[src/rtl/core/rfp_pkg.sv]
// Package for the relocation field patcher: relocation type codes, status codes,
// field masks and small helpers for building the relocated bits.
// Has no dependencies; used by every module of the block and by its checker.
package rfp_pkg;

    typedef enum logic [3:0] {
        MODE_NONE    = 4'd0,
        MODE_ABS32   = 4'd1,
        MODE_PCREL7  = 4'd2,
        MODE_PCREL13 = 4'd3,
        MODE_ABS16   = 4'd4,
        MODE_LO_LDI  = 4'd5,
        MODE_HI_LDI  = 4'd6,
        MODE_HH_LDI  = 4'd7,
        MODE_LO_NEG  = 4'd8,
        MODE_HI_NEG  = 4'd9,
        MODE_HH_NEG  = 4'd10,
        MODE_ABS6    = 4'd11,
        MODE_ADIW6   = 4'd12,
        MODE_ABS8    = 4'd13,
        MODE_UNIMPL  = 4'd14,
        MODE_UNKNOWN = 4'd15
    } mode_t;

    typedef enum logic [1:0] {
        ST_OK      = 2'd0,
        ST_UNIMPL  = 2'd1,
        ST_UNKNOWN = 2'd2
    } status_t;

    localparam logic [31:0] MASK_PC7  = 32'h0000_03F8;
    localparam logic [31:0] MASK_PC13 = 32'h0000_0FFF;
    localparam logic [31:0] MASK_LDI  = 32'h0000_0F0F;
    localparam logic [31:0] MASK_ABS6 = 32'h0000_2C07;
    localparam logic [31:0] MASK_ADIW = 32'h0000_00CF;
    localparam logic [31:0] MASK_8    = 32'h0000_00FF;
    localparam logic [31:0] MASK_16   = 32'h0000_FFFF;
    localparam logic [31:0] MASK_32   = 32'hFFFF_FFFF;

    typedef struct packed {
        logic [3:0]  mode;
        logic [31:0] instr_word;
        logic [31:0] target_address;
        logic [31:0] addend;
        logic [31:0] place_address;
    } reloc_req_t;

    function automatic logic [31:0] ldi_bits(input logic [7:0] byte_val);
        return {20'd0, byte_val[7:4], 4'd0, byte_val[3:0]};
    endfunction

    function automatic logic [31:0] merge(input logic [31:0] word,
                                          input logic [31:0] val,
                                          input logic [31:0] mask);
        return (word & ~mask) | (val & mask);
    endfunction

endpackage

[src/rtl/core/reloc_field_patcher_top.sv]
// Top level of the relocation field patcher: input register, patch unit and
// result register. Depends on rfp_pkg and rfp_patch.
//
// A request is taken on any cycle with start high; busy is never raised, so one
// request per cycle is sustained. Each result is shown with done high for exactly
// one cycle, in request order, after the input register and then the patch adders
// into the result register.
// The receiver must take every result in the cycle it is shown.
module reloc_field_patcher_top (
    input  logic                clk,
    input  logic                rst_n,
    input  logic                start,
    output logic                busy,
    input  logic [3:0]          mode,
    input  logic [31:0]         instr_word,
    input  logic [31:0]         target_address,
    input  logic signed [31:0]  addend,
    input  logic [31:0]         place_address,
    output logic                done,
    output logic [31:0]         patched_word,
    output logic [1:0]          status
);
    import rfp_pkg::*;

    reloc_req_t  req_reg;
    logic        req_valid_reg;
    logic [31:0] word_next;
    status_t     status_next;
    logic [31:0] word_reg;
    logic [1:0]  status_reg;
    logic        done_reg;

    assign busy = 1'b0;

    always_ff @(posedge clk or negedge rst_n)
    begin
        if (!rst_n)
        begin
            req_valid_reg <= 1'b0;
            done_reg      <= 1'b0;
        end
        else
        begin
            req_valid_reg <= start;
            done_reg      <= req_valid_reg;
        end
    end

    always_ff @(posedge clk)
    begin
        if (start)
        begin
            req_reg <= '{mode: mode, instr_word: instr_word,
                         target_address: target_address,
                         addend: addend, place_address: place_address};
        end
        if (req_valid_reg)
        begin
            word_reg   <= word_next;
            status_reg <= status_next;
        end
    end

    rfp_patch u_patch (
        .req          (req_reg),
        .patched_word (word_next),
        .status       (status_next)
    );

    assign done         = done_reg;
    assign patched_word = word_reg;
    assign status       = status_reg;

endmodule

[src/rtl/core/rfp_patch.sv]
// Combinational patch unit: computes the relocated value and merges it into
// the instruction word under the field mask of the relocation type; for an
// unsupported type the word passes unchanged with an error status. Depends on rfp_pkg.
module rfp_patch (
    input  rfp_pkg::reloc_req_t req,
    output logic [31:0]         patched_word,
    output rfp_pkg::status_t    status
);
    import rfp_pkg::*;

    logic [31:0] value;
    logic [31:0] neg_value;
    logic [31:0] diff;
    logic [31:0] disp;

    assign value     = req.target_address + req.addend;
    assign neg_value = 32'd0 - value;
    assign diff      = req.target_address + req.addend - req.place_address - 32'd2;
    assign disp      = {diff[31], diff[31:1]};

    always_comb
    begin
        patched_word = req.instr_word;
        status       = ST_OK;
        unique case (mode_t'(req.mode))
            MODE_NONE:    patched_word = req.instr_word;
            MODE_ABS32:   patched_word = merge(req.instr_word, value, MASK_32);
            MODE_PCREL7:  patched_word = merge(req.instr_word, {disp[28:0], 3'd0}, MASK_PC7);
            MODE_PCREL13: patched_word = merge(req.instr_word, disp, MASK_PC13);
            MODE_ABS16:   patched_word = merge(req.instr_word, value, MASK_16);
            MODE_LO_LDI:  patched_word = merge(req.instr_word, ldi_bits(value[7:0]), MASK_LDI);
            MODE_HI_LDI:  patched_word = merge(req.instr_word, ldi_bits(value[15:8]), MASK_LDI);
            MODE_HH_LDI:  patched_word = merge(req.instr_word, ldi_bits(value[23:16]), MASK_LDI);
            MODE_LO_NEG:
                patched_word = merge(req.instr_word, ldi_bits(neg_value[7:0]), MASK_LDI);
            MODE_HI_NEG:
                patched_word = merge(req.instr_word, ldi_bits(neg_value[15:8]), MASK_LDI);
            MODE_HH_NEG:
                patched_word = merge(req.instr_word, ldi_bits(neg_value[23:16]), MASK_LDI);
            MODE_ABS6:
                patched_word = merge(req.instr_word,
                                     {18'd0, value[5], 1'b0, value[4:3], 7'd0, value[2:0]},
                                     MASK_ABS6);
            MODE_ADIW6:
                patched_word = merge(req.instr_word,
                                     {24'd0, value[5:4], 2'd0, value[3:0]}, MASK_ADIW);
            MODE_ABS8:    patched_word = merge(req.instr_word, value, MASK_8);
            MODE_UNIMPL:  status = ST_UNIMPL;
            MODE_UNKNOWN: status = ST_UNKNOWN;
            default:      status = ST_UNKNOWN;
        endcase
    end

endmodule

[config.mk]
export PLATFORM = sky130hd
export DESIGN_NAME = reloc_field_patcher_top
export DESIGN_NICKNAME = d
export VERILOG_FILES = /design/src/rtl/core/rfp_pkg.sv /design/src/rtl/core/reloc_field_patcher_top.sv /design/src/rtl/core/rfp_patch.sv
export SDC_FILE = /design/constraint.sdc
export NUM_CORES = 1
export LEC_CHECK = 0
export BUFFER_PORTS_ARGS = -buffer_cell sky130_fd_sc_hd__buf_2
export CAP_MARGIN = 40
export CORE_MARGIN = 1.5
export CORE_UTILIZATION = 51
export CTS_CLUSTER_DIAMETER = 50
export DETAILED_ROUTE_END_ITERATION = 16
export PLACE_DENSITY = 0.78
export SLEW_MARGIN = 20
export SYNTH_ARGS = -nofsm -noshare
export SYNTH_HDL_FRONTEND = slang
export SYNTH_HIERARCHICAL = 1
export SYNTH_SLANG_ARGS = --single-unit
[constraint.sdc]
create_clock -name clk -period 4.4 [get_ports clk]
set_clock_uncertainty 0.2 [all_clocks]
set_input_delay 0.88 -clock clk [delete_from_list [all_inputs] [get_ports clk]]
set_output_delay 0.88 -clock clk [all_outputs]
set_load 0.03 [all_outputs]
## Word level (Yosys, flattened, before mapping)

Index checks and enable logic that the tools add are counted.
W data, S select, Z words.

| storage, ports and cells | value |
|---|---|
| flip-flop bits (word level) | 149 |
| input bits | 135 |

| operators by class | value |
|---|---|
| add/sub/neg operators | 4 |
| equality and inequality tests | 15 |
| mux-type cells | 2 |
| bitwise gates (word level) | 12 |

Operators by type and width:

| cell | number |
|---|---|
| $pmux W32 S13 | 1 |
| $or A32 B12 Y32 | 7 |
| $or A32 B8 Y32 | 2 |
| $add A32 B32 Y32 | 1 |
| $eq A4 B4 Y1 const B | 8 |
| $or A32 B10 Y32 | 1 |
| $or A32 B14 Y32 | 1 |
| $or A32 B16 Y32 | 1 |
| $sub A1 B24 Y24 const A | 1 |
| $eq A4 B3 Y1 const B | 4 |
| $sub A13 B13 Y13 | 1 |
| $sub A13 B2 Y13 const B | 1 |
| $eq A4 B2 Y1 const B | 2 |
| $eq A4 B1 Y1 const B | 1 |
| $pmux W2 S2 | 1 |

## Longest topological paths before layout

Gate-level depths: netlist (run 1).

| depth | value |
|---|---|
| depth after elaboration | 5 |
| mapped depth | 21 |
| depth with buffers taken out | 20 |

## Cells and area by module

The synthesis (run 1) kept the hierarchy.

By module, submodules not included:

| module | instances | cells each | area each (µm²) |
|---|---|---|---|
| reloc_field_patcher_top | 1 | 170 | 5046.1 |
| rfp_patch | 1 | 635 | 4222.8 |

## Worst setup path after synthesis (run 1)

No wires, ideal clock.

| timing | value |
|---|---|
| path kind | flip-flop to flip-flop |
| from | register req_reg[32] in the netlist's numbering |
| to | register word_reg[11] (netlist: patched_word[11]), data pin |
| library setup time | 0.152 ns |
| arrival time | 3.853 ns |
| path slack | 0.195 ns |
| cell stages (with the launch flop) | 21 |
| path through | edfxtp_1 > ha_1 > inv_1 > fa_1 > nor2b_1 > o21a_1 > or3_1 > and2_1 > clkbuf_1 > inv_1 > ha_1 > inv_1 > ha_1 > nor2b_1 > or4_1 > a311oi_1 > o21bai_1 > a21oi_1 > xnor2_1 > nand2_1 > a31oi_1 |

| between the ends | value |
|---|---|
| word-level cells in the longest chain between the ends | 5 |

RTL lines:

| element | line | text |
|---|---|---|
| start, declared | reloc_field_patcher_top.sv:25 | `reloc_req_t req_reg;` |
| start signal, assigned | reloc_field_patcher_top.sv:53 | `req_reg <= '{mode: mode, instr_word: instr_word,` |
| $add A32 B32 Y32 * | rfp_patch.sv:18 | `assign diff = req.target_address + req.addend - req.place_address - 32'd2;` |
| $sub A13 B13 Y13 | rfp_patch.sv:18 |  |
| $sub A13 B2 Y13 | rfp_patch.sv:18 |  |
| $or A32 B12 Y32 | rfp_pkg.sv:55 | `return (word & ~mask) \| (val & mask);` |
| $pmux W32 S13 * | rfp_patch.sv:25 | `unique case (mode_t'(req.mode))` |
| via word_next[11] | reloc_field_patcher_top.sv:27 | `logic [31:0] word_next;` |
| end signal, assigned | reloc_field_patcher_top.sv:59 | `word_reg <= word_next;` |
| end, declared | reloc_field_patcher_top.sv:29 | `logic [31:0] word_reg;` |

Mark *: on every way through the listed nets, which the timed path passes. The rest lies on a longest branch.
A chain may end at the register's enable or synchronous reset.

## Worst setup path in the final report (run 1)

| timing | value |
|---|---|
| from | register req_reg[64] in the netlist's numbering |
| to | register word_reg[9] (netlist: patched_word[9]), data pin |

| between the ends | value |
|---|---|
| word-level cells in the longest chain between the ends | 5 |

RTL lines:

| element | line |
|---|---|
| $add A32 B32 Y32 * | rfp_patch.sv:18 |
| $sub A13 B13 Y13 | rfp_patch.sv:18 |
| $sub A13 B2 Y13 | rfp_patch.sv:18 |
| $or A32 B12 Y32 or $or A32 B10 Y32 (tied branches) | rfp_pkg.sv:55 |
| $pmux W32 S13 * | rfp_patch.sv:25 |
| via word_next[9] | reloc_field_patcher_top.sv:27 |

Marks and branches as above.

==> out/results.tsv, run 1 <==
stage	metric	value	unit
global_route	antenna violations before repair	0	
power_and_ir_drop	peak supply drop	0.354	mV
timing	relative slew slack	24.8	%
timing	period utilization	95.9	%
drt	via/cell ratio	5.79	
logic_synthesis	Mapped Cells	786	
logic_synthesis	Mapped Area	8700	µm²
die	# IOs	171	
die	Cell Rows	47	
setup_path	critical path arrival	4.19	ns
die	Die Area	17800	µm²
status	status	finished, final reports clean	
layout	layout cells sized above 1	29.0	%
global_route	first-pass GRT wire length	33700	µm
flow_run	max-cap viol count	0	
drt	first drt pass iteration count	5	
clocking	count of hold buffers inserted by post-cts repair	0	
power_and_ir_drop	Power per Cell Area	483	nW/µm²
power_and_ir_drop	share of power burned in registers	34.0	%
placement	Setup WS pre-CTS	-0.0369	ns
setup_path	CP bufs+invs	5	
drt	met2 WL post-DR	10300	µm
global_route	Total GRT Usage	24.4	%
logic_synthesis	synth warn	6	
die	Die W	134	µm
clocking	clock transition at the registers of the reported paths	0.06	ns
setup_path	slowest CP cell	or4_4	
power_and_ir_drop	Psw	1680	µW
drt	Routed Antenna Nets	0	
drt	Initial DRC Count	773	
layout	Non-Filler Instances	1220	
drt	wirelength, routed	21600	µm
layout	Layout Nets	1178	
power_and_ir_drop	Pleak	0.00446	µW
layout	flip-flop count of the largest register, all copies and words added	113	
setup_path	CP Max Fanout	3	
setup_path	Crit Path Category	reg -> reg	
drt	wl on met1	9440	µm
die	die height	134	µm
clocking	root buffer cell	clkbuf_16	
placement	GP Congestion	0.923	
drt	via count	7058	
power_and_ir_drop	cell-internal power	3540	µW
clocking	clock sink total	149	
setup_path	CP delay by family, top	simple AND/OR/NAND/NOR gates	
timing	highest clock rate	237	MHz
drt	DR WL/cell	17.7	µm
clocking	Clock Latency Late Sink	0.42	ns
setup_path	critical path endpoint category	flop	
power_and_ir_drop	switch share	32.2	%
drt	highest metal used	met4	
die	Core Area	16600	µm²
setup_path	Crit path required time	4.37	ns
timing	Worst-Margin Slew	1.13	ns
layout	Filler Cells Inserted	1282	
clocking	Post-CTS Setup Bufs	0	
die	Starting Density	52.3	%
logic_synthesis	Mapped Nets	977	
clocking	CTS tree	built	
setup_path	crit-path cells	ha_2 > inv_1 > fa_2 > nor2b_4 > o21a_1 > or3_4 > and2_4 > inv_2 > ha_1 > inv_1 > ha_1 > nor2b_1 > or4_4 > a311oi_2 > buf_4 > xnor2_1 > nor2_1 > o32ai_2 > buf_4 > a21oi_1	
placement	Cells after DPL	1187	
timing	Final min period	4.22	ns
timing	endpoints failing hold	0	
min_path	Hold Path Class	in -> async	
clocking	total CTS buffers	17	
timing	final setup margin	0.178	ns
timing	RSZ-0062 raised after global routing	yes	
clocking	clock buffer depth	2	
setup_path	Worst setup SP type	flop	
layout	Antenna Cells	0	
global_route	remaining global-route overflow	0	
layout	area grow syn2layout	24.3	%
setup_path	reg2reg setup slack	0.18	ns
timing	final setup fails	0	
timing	Max Slew Vio Count	0	
drt	# DRC	0	
power_and_ir_drop	share of total power in the clock network	30.1	%
setup_path	CP max stage delay	0.45	ns
logic_synthesis	Avg Inst Size Synth	11.1	µm²
global_route	largest net degree at the start of global routing	70	
global_route	vias in the first global route	6616	
clocking	H-tree Lvls	4	
drt	WL met3	1370	µm
placement	Port Buf Inserts	150	
layout	Final Util	64.9	%
placement	placed wire-length estimate	15800	µm
power_and_ir_drop	Comb power frac	35.9	%
-- power groups by stage --
stage | Combinational (µW) | Clock, µW | Sequential [µW]
floorplan | 1070 | 0 | 1880
global placement | 1750 | 0 | 1800
detailed placement | 1780 | 0 | 1800
CTS | 1800 | 1590 | 1770
global route | 2040 | 1640 | 1790
finish | 1870 | 1570 | 1770
-- placed cells by master, fill, tap and decap left out, types with 5 or more instances in the layout --
master     count
mux2_2         7
nand2_1       63
a221oi_1       7
inv_1         39
a21oi_1       50
xor2_1        16
nor4_1         5
and3_1         9
xnor2_1       26
or2_2          5
nand2b_1       9
bufinv_16      5
ha_1          50
o21a_1         9
o211ai_1      12
a22oi_1        7
clkbuf_16     17
and2_1         5
nor2_1        55
buf_4         52
a31oi_1       15
o21ai_0       43
buf_2        149
a211oi_1       9
nand3_1       21
o221ai_1       7
a21o_1        15
o2111ai_1      5
o22ai_1        8
edfxtp_1     147
mux2i_1        6
nor3_1        15
-- final cells by class --
cell class / count / area (µm²) / area share [%]
Clock inverter: 13 / 205 / 1.90
Tap cell: 220 / 275 / 2.55
Multi-Input combinational cell: 573 / 4100 / 37.9
Sequential cell: 149 / 4460 / 41.3
Timing Repair Buffer: 204 / 1180 / 10.9
Clock buffer: 19 / 433 / 4.01
Inverter: 42 / 158 / 1.46
-- through the flow --
stage | TNS [ns] | hold WS [ns] | power, µW | cell area, µm²
2_1_floorplan | 0 | 0.295 | 2950 | 8700
3_3_place_gp | 0 | 0.307 | 3550 | 10000
3_5_place_dp | -0.0369 | 0.313 | 3580 | 10100
4_1_cts | 0 | 0.0232 | 5160 | 10700
5_1_grt | -0.0305 | 0.0249 | 5470 | 10800
6_report | 0 | 0.0377 | 5220 | 10800
-- per-layer routing --
metal / global-route usage (%) / up-vias
met2: 40.2 / 314
met4: 7.19 / 0
met5: 0 / -
met3: 4.07 / 35
met1: 33.4 / 3296
li1: - / 3413
-- worst paths after layout --
check,start,end,depth (start not counted)
worst min-delay path,rst_n,req_valid_reg,1
worst min register to register,req_reg[127],patched_word[31],2
worst max-delay path,req_reg[64],patched_word[9],20
max in group asynchronous,rst_n,done,1
worst max register to register,req_reg[64],patched_word[9],20
min in group clk,req_reg[127],patched_word[31],2
-- timing repair --
item	in CTS	in global routing
pin swaps	0	3
cloned	0	0
resized for setup	4	21
endpoints found under the setup margin	2	4
Power figures use the tool's default switching activity.
==> inputs of run 2 (changes only) <==
RECOVER_POWER = 25   (was default)
==> out/results.tsv, run 2 (same netlist as run 1, synthesis figures left out) <==
stage	metric	value	unit	change
clocking	root buffer cell	clkbuf_16		unchanged
timing	TNS Setup	0	ns	unchanged
drt	# DRC	0		unchanged
clocking	CTS tree	built		unchanged
min_path	Hold Path Class	in -> async		unchanged
die	Cell Rows	47		unchanged
setup_path	Crit Path Category	reg -> reg		unchanged
setup_path	slowest CP cell	or4_4		unchanged
global_route	antenna violations before repair	0		unchanged
setup_path	Crit path required time	4.37	ns	about the same
drt	Routed Antenna Nets	0		unchanged
timing	Worst-Margin Slew	1.13	ns	unchanged
timing	period utilization	95.9	%	unchanged
drt	via/cell ratio	5.79		unchanged
drt	wirelength, routed	21600	µm	about the same
timing	tightest hold margin	0.0365	ns	was 0.0377 ns
layout	Layout Nets	1178		unchanged
layout	Finished Cell Area	10800	µm²	about the same
die	Core Area	16600	µm²	unchanged
setup_path	CP max stage delay	0.45	ns	about the same
power_and_ir_drop	peak supply drop	0.354	mV	unchanged
setup_path	CP delay by family, top	simple AND/OR/NAND/NOR gates		unchanged
clocking	clock sink total	149		unchanged
clocking	H-tree Lvls	4		unchanged
layout	Antenna Cells	0		unchanged
drt	Initial DRC Count	773		unchanged
placement	Port Buf Inserts	150		unchanged
setup_path	Worst setup SP type	flop		unchanged
layout	flip-flop count of the largest register, all copies and words added	113		unchanged
global_route	first-pass GRT wire length	33700	µm	unchanged
timing	highest clock rate	237	MHz	unchanged
die	Starting Density	52.3	%	unchanged
die	Die Area	17800	µm²	unchanged
clocking	total CTS buffers	17		unchanged
placement	placed inst area	10100	µm²	unchanged
clocking	Clock Latency Late Sink	0.42	ns	about the same
setup_path	CP Max Fanout	3		unchanged
global_route	Total GRT Usage	24.4	%	unchanged
placement	GP Congestion	0.923		unchanged
layout	most frequent cells in the layout	buf_2 (148), edfxtp_1 (147), nand2_1 (63), nor2_1 (55), buf_4 (52)		was buf_2 (149), edfxtp_1 (147), nand2_1 (63), nor2_1 (55), buf_4 (52)
drt	first drt pass iteration count	5		unchanged
flow_run	max-cap viol count	0		unchanged
timing	RSZ-0062 raised after global routing	yes		unchanged
layout	Non-Filler Instances	1220		unchanged
setup_path	critical path endpoint category	flop		unchanged
layout	commonest non-fill, non-tap cell in the layout	buf_2		unchanged
status	status	finished, final reports clean		unchanged
timing	endpoints failing hold	0		unchanged
die	# IOs	171		unchanged
drt	DR WL/cell	17.7	µm	about the same
placement	placed wire-length estimate	15800	µm	unchanged
timing	final setup fails	0		unchanged
power_and_ir_drop	Power per Cell Area	483	nW/µm²	about the same
layout	layout cells sized above 1	28.9	%	was 29.0%
die	Die W	134	µm	unchanged
layout	area grow syn2layout	24.2	%	was 24.3%
timing	Final min period	4.22	ns	unchanged
timing	relative slew slack	24.8	%	unchanged
placement	Cells after DPL	1187		unchanged
global_route	remaining global-route overflow	0		unchanged
timing	Max Slew Vio Count	0		unchanged
layout	Final Util	64.9	%	about the same
clocking	count of hold buffers inserted by post-cts repair	0		unchanged
setup_path	crit-path cells	ha_2 > inv_1 > fa_2 > nor2b_4 > o21a_1 > or3_4 > and2_4 > inv_2 > ha_1 > inv_1 > ha_1 > nor2b_1 > or4_4 > a311oi_2 > buf_4 > xnor2_1 > nor2_1 > o32ai_2 > buf_4 > a21oi_1		unchanged
power_and_ir_drop	Pleak	0.00446	µW	about the same
setup_path	critical path arrival	4.19	ns	about the same
global_route	largest net degree at the start of global routing	70		unchanged
die	die height	134	µm	unchanged
setup_path	CP bufs+invs	5		unchanged
clocking	clock buffer depth	2		unchanged
clocking	clock transition at the registers of the reported paths	0.06	ns	about the same
global_route	vias in the first global route	6616		unchanged
drt	via count	7058		unchanged
==> run 2: power by group <==
part / total [µW] / switching (µW) / internal [µW]
Sequential: 1770 / 55.6 / 1720
Combinational: 1870 / 1060 / 814
Clock: 1570 / 564 / 1010
Total: 5220 / 1680 / 3540
==> run 2: area by class of cell <==
type,instances,area (µm²)
fillers,1283,5840
inverters,42,158
repair buffers,204,1170
well taps,220,275
flip-flops and latches,149,4460
clock buffers,19,433
multi-input cells,573,4100
clock inverters,13,205
==> run 2: metrics by stage <==
stage | worst slack [ns] | power, µW
after detailed placement | -0.0369 | 3580
after floorplan | 0.195 | 2950
final | 0.178 | 5220
after CTS | 0.0369 | 5160
after global placement | 0.0200 | 3550
after global routing | -0.0204 | 5470
==> run 2: worst paths after layout <==
| path | start | to | slack, ns | cells after the start |
|---|---|---|---|---|
| max | req_reg[64] | patched_word[9] | 0.18 | 20 |
| min | rst_n | req_valid_reg | 0.04 | 1 |
| max reg2reg | req_reg[64] | patched_word[9] | 0.18 | 20 |
| min reg2reg | req_reg[127] | patched_word[31] | 0.32 | 2 |
| max in group asynchronous | rst_n | done | 3.84 | 1 |
| min in group clk | req_reg[127] | patched_word[31] | 0.32 | 2 |
==> run 2: per-layer routing <==
layer / GRT usage (%) / up-vias / part of all wire [%] / routed length [µm]
met5: 0 / - / 0 / 0
met4: 7.19 / 0 / 2.0 / 431
met3: 4.07 / 35 / 6.4 / 1370
met2: 40.2 / 314 / 48 / 10300
met1: 33.4 / 3296 / 44 / 9440
li1: - / 3413 / - / -
==> run 2: worst register-to-register path, stage by stage, from the launching register on <==
cell,delay (ns)
edfxtp_1,0.38
ha_2,0.20
inv_1,0.07
fa_2,0.23
nor2b_4,0.06
o21a_1,0.18
or3_4,0.33
and2_4,0.17
inv_2,0.07
ha_1,0.22
inv_1,0.06
ha_1,0.23
nor2b_1,0.15
or4_4,0.45
a311oi_2,0.23
buf_4,0.16
xnor2_1,0.11
nor2_1,0.07
o32ai_2,0.23
buf_4,0.16
a21oi_1,0.04
==> run 2: what timing repair did <==
action | CTS | global route
setup endpoints to repair | 2 | 4
setup buffers | 0 | 0
gates resized for setup | 4 | 21
pin swaps | 0 | 3
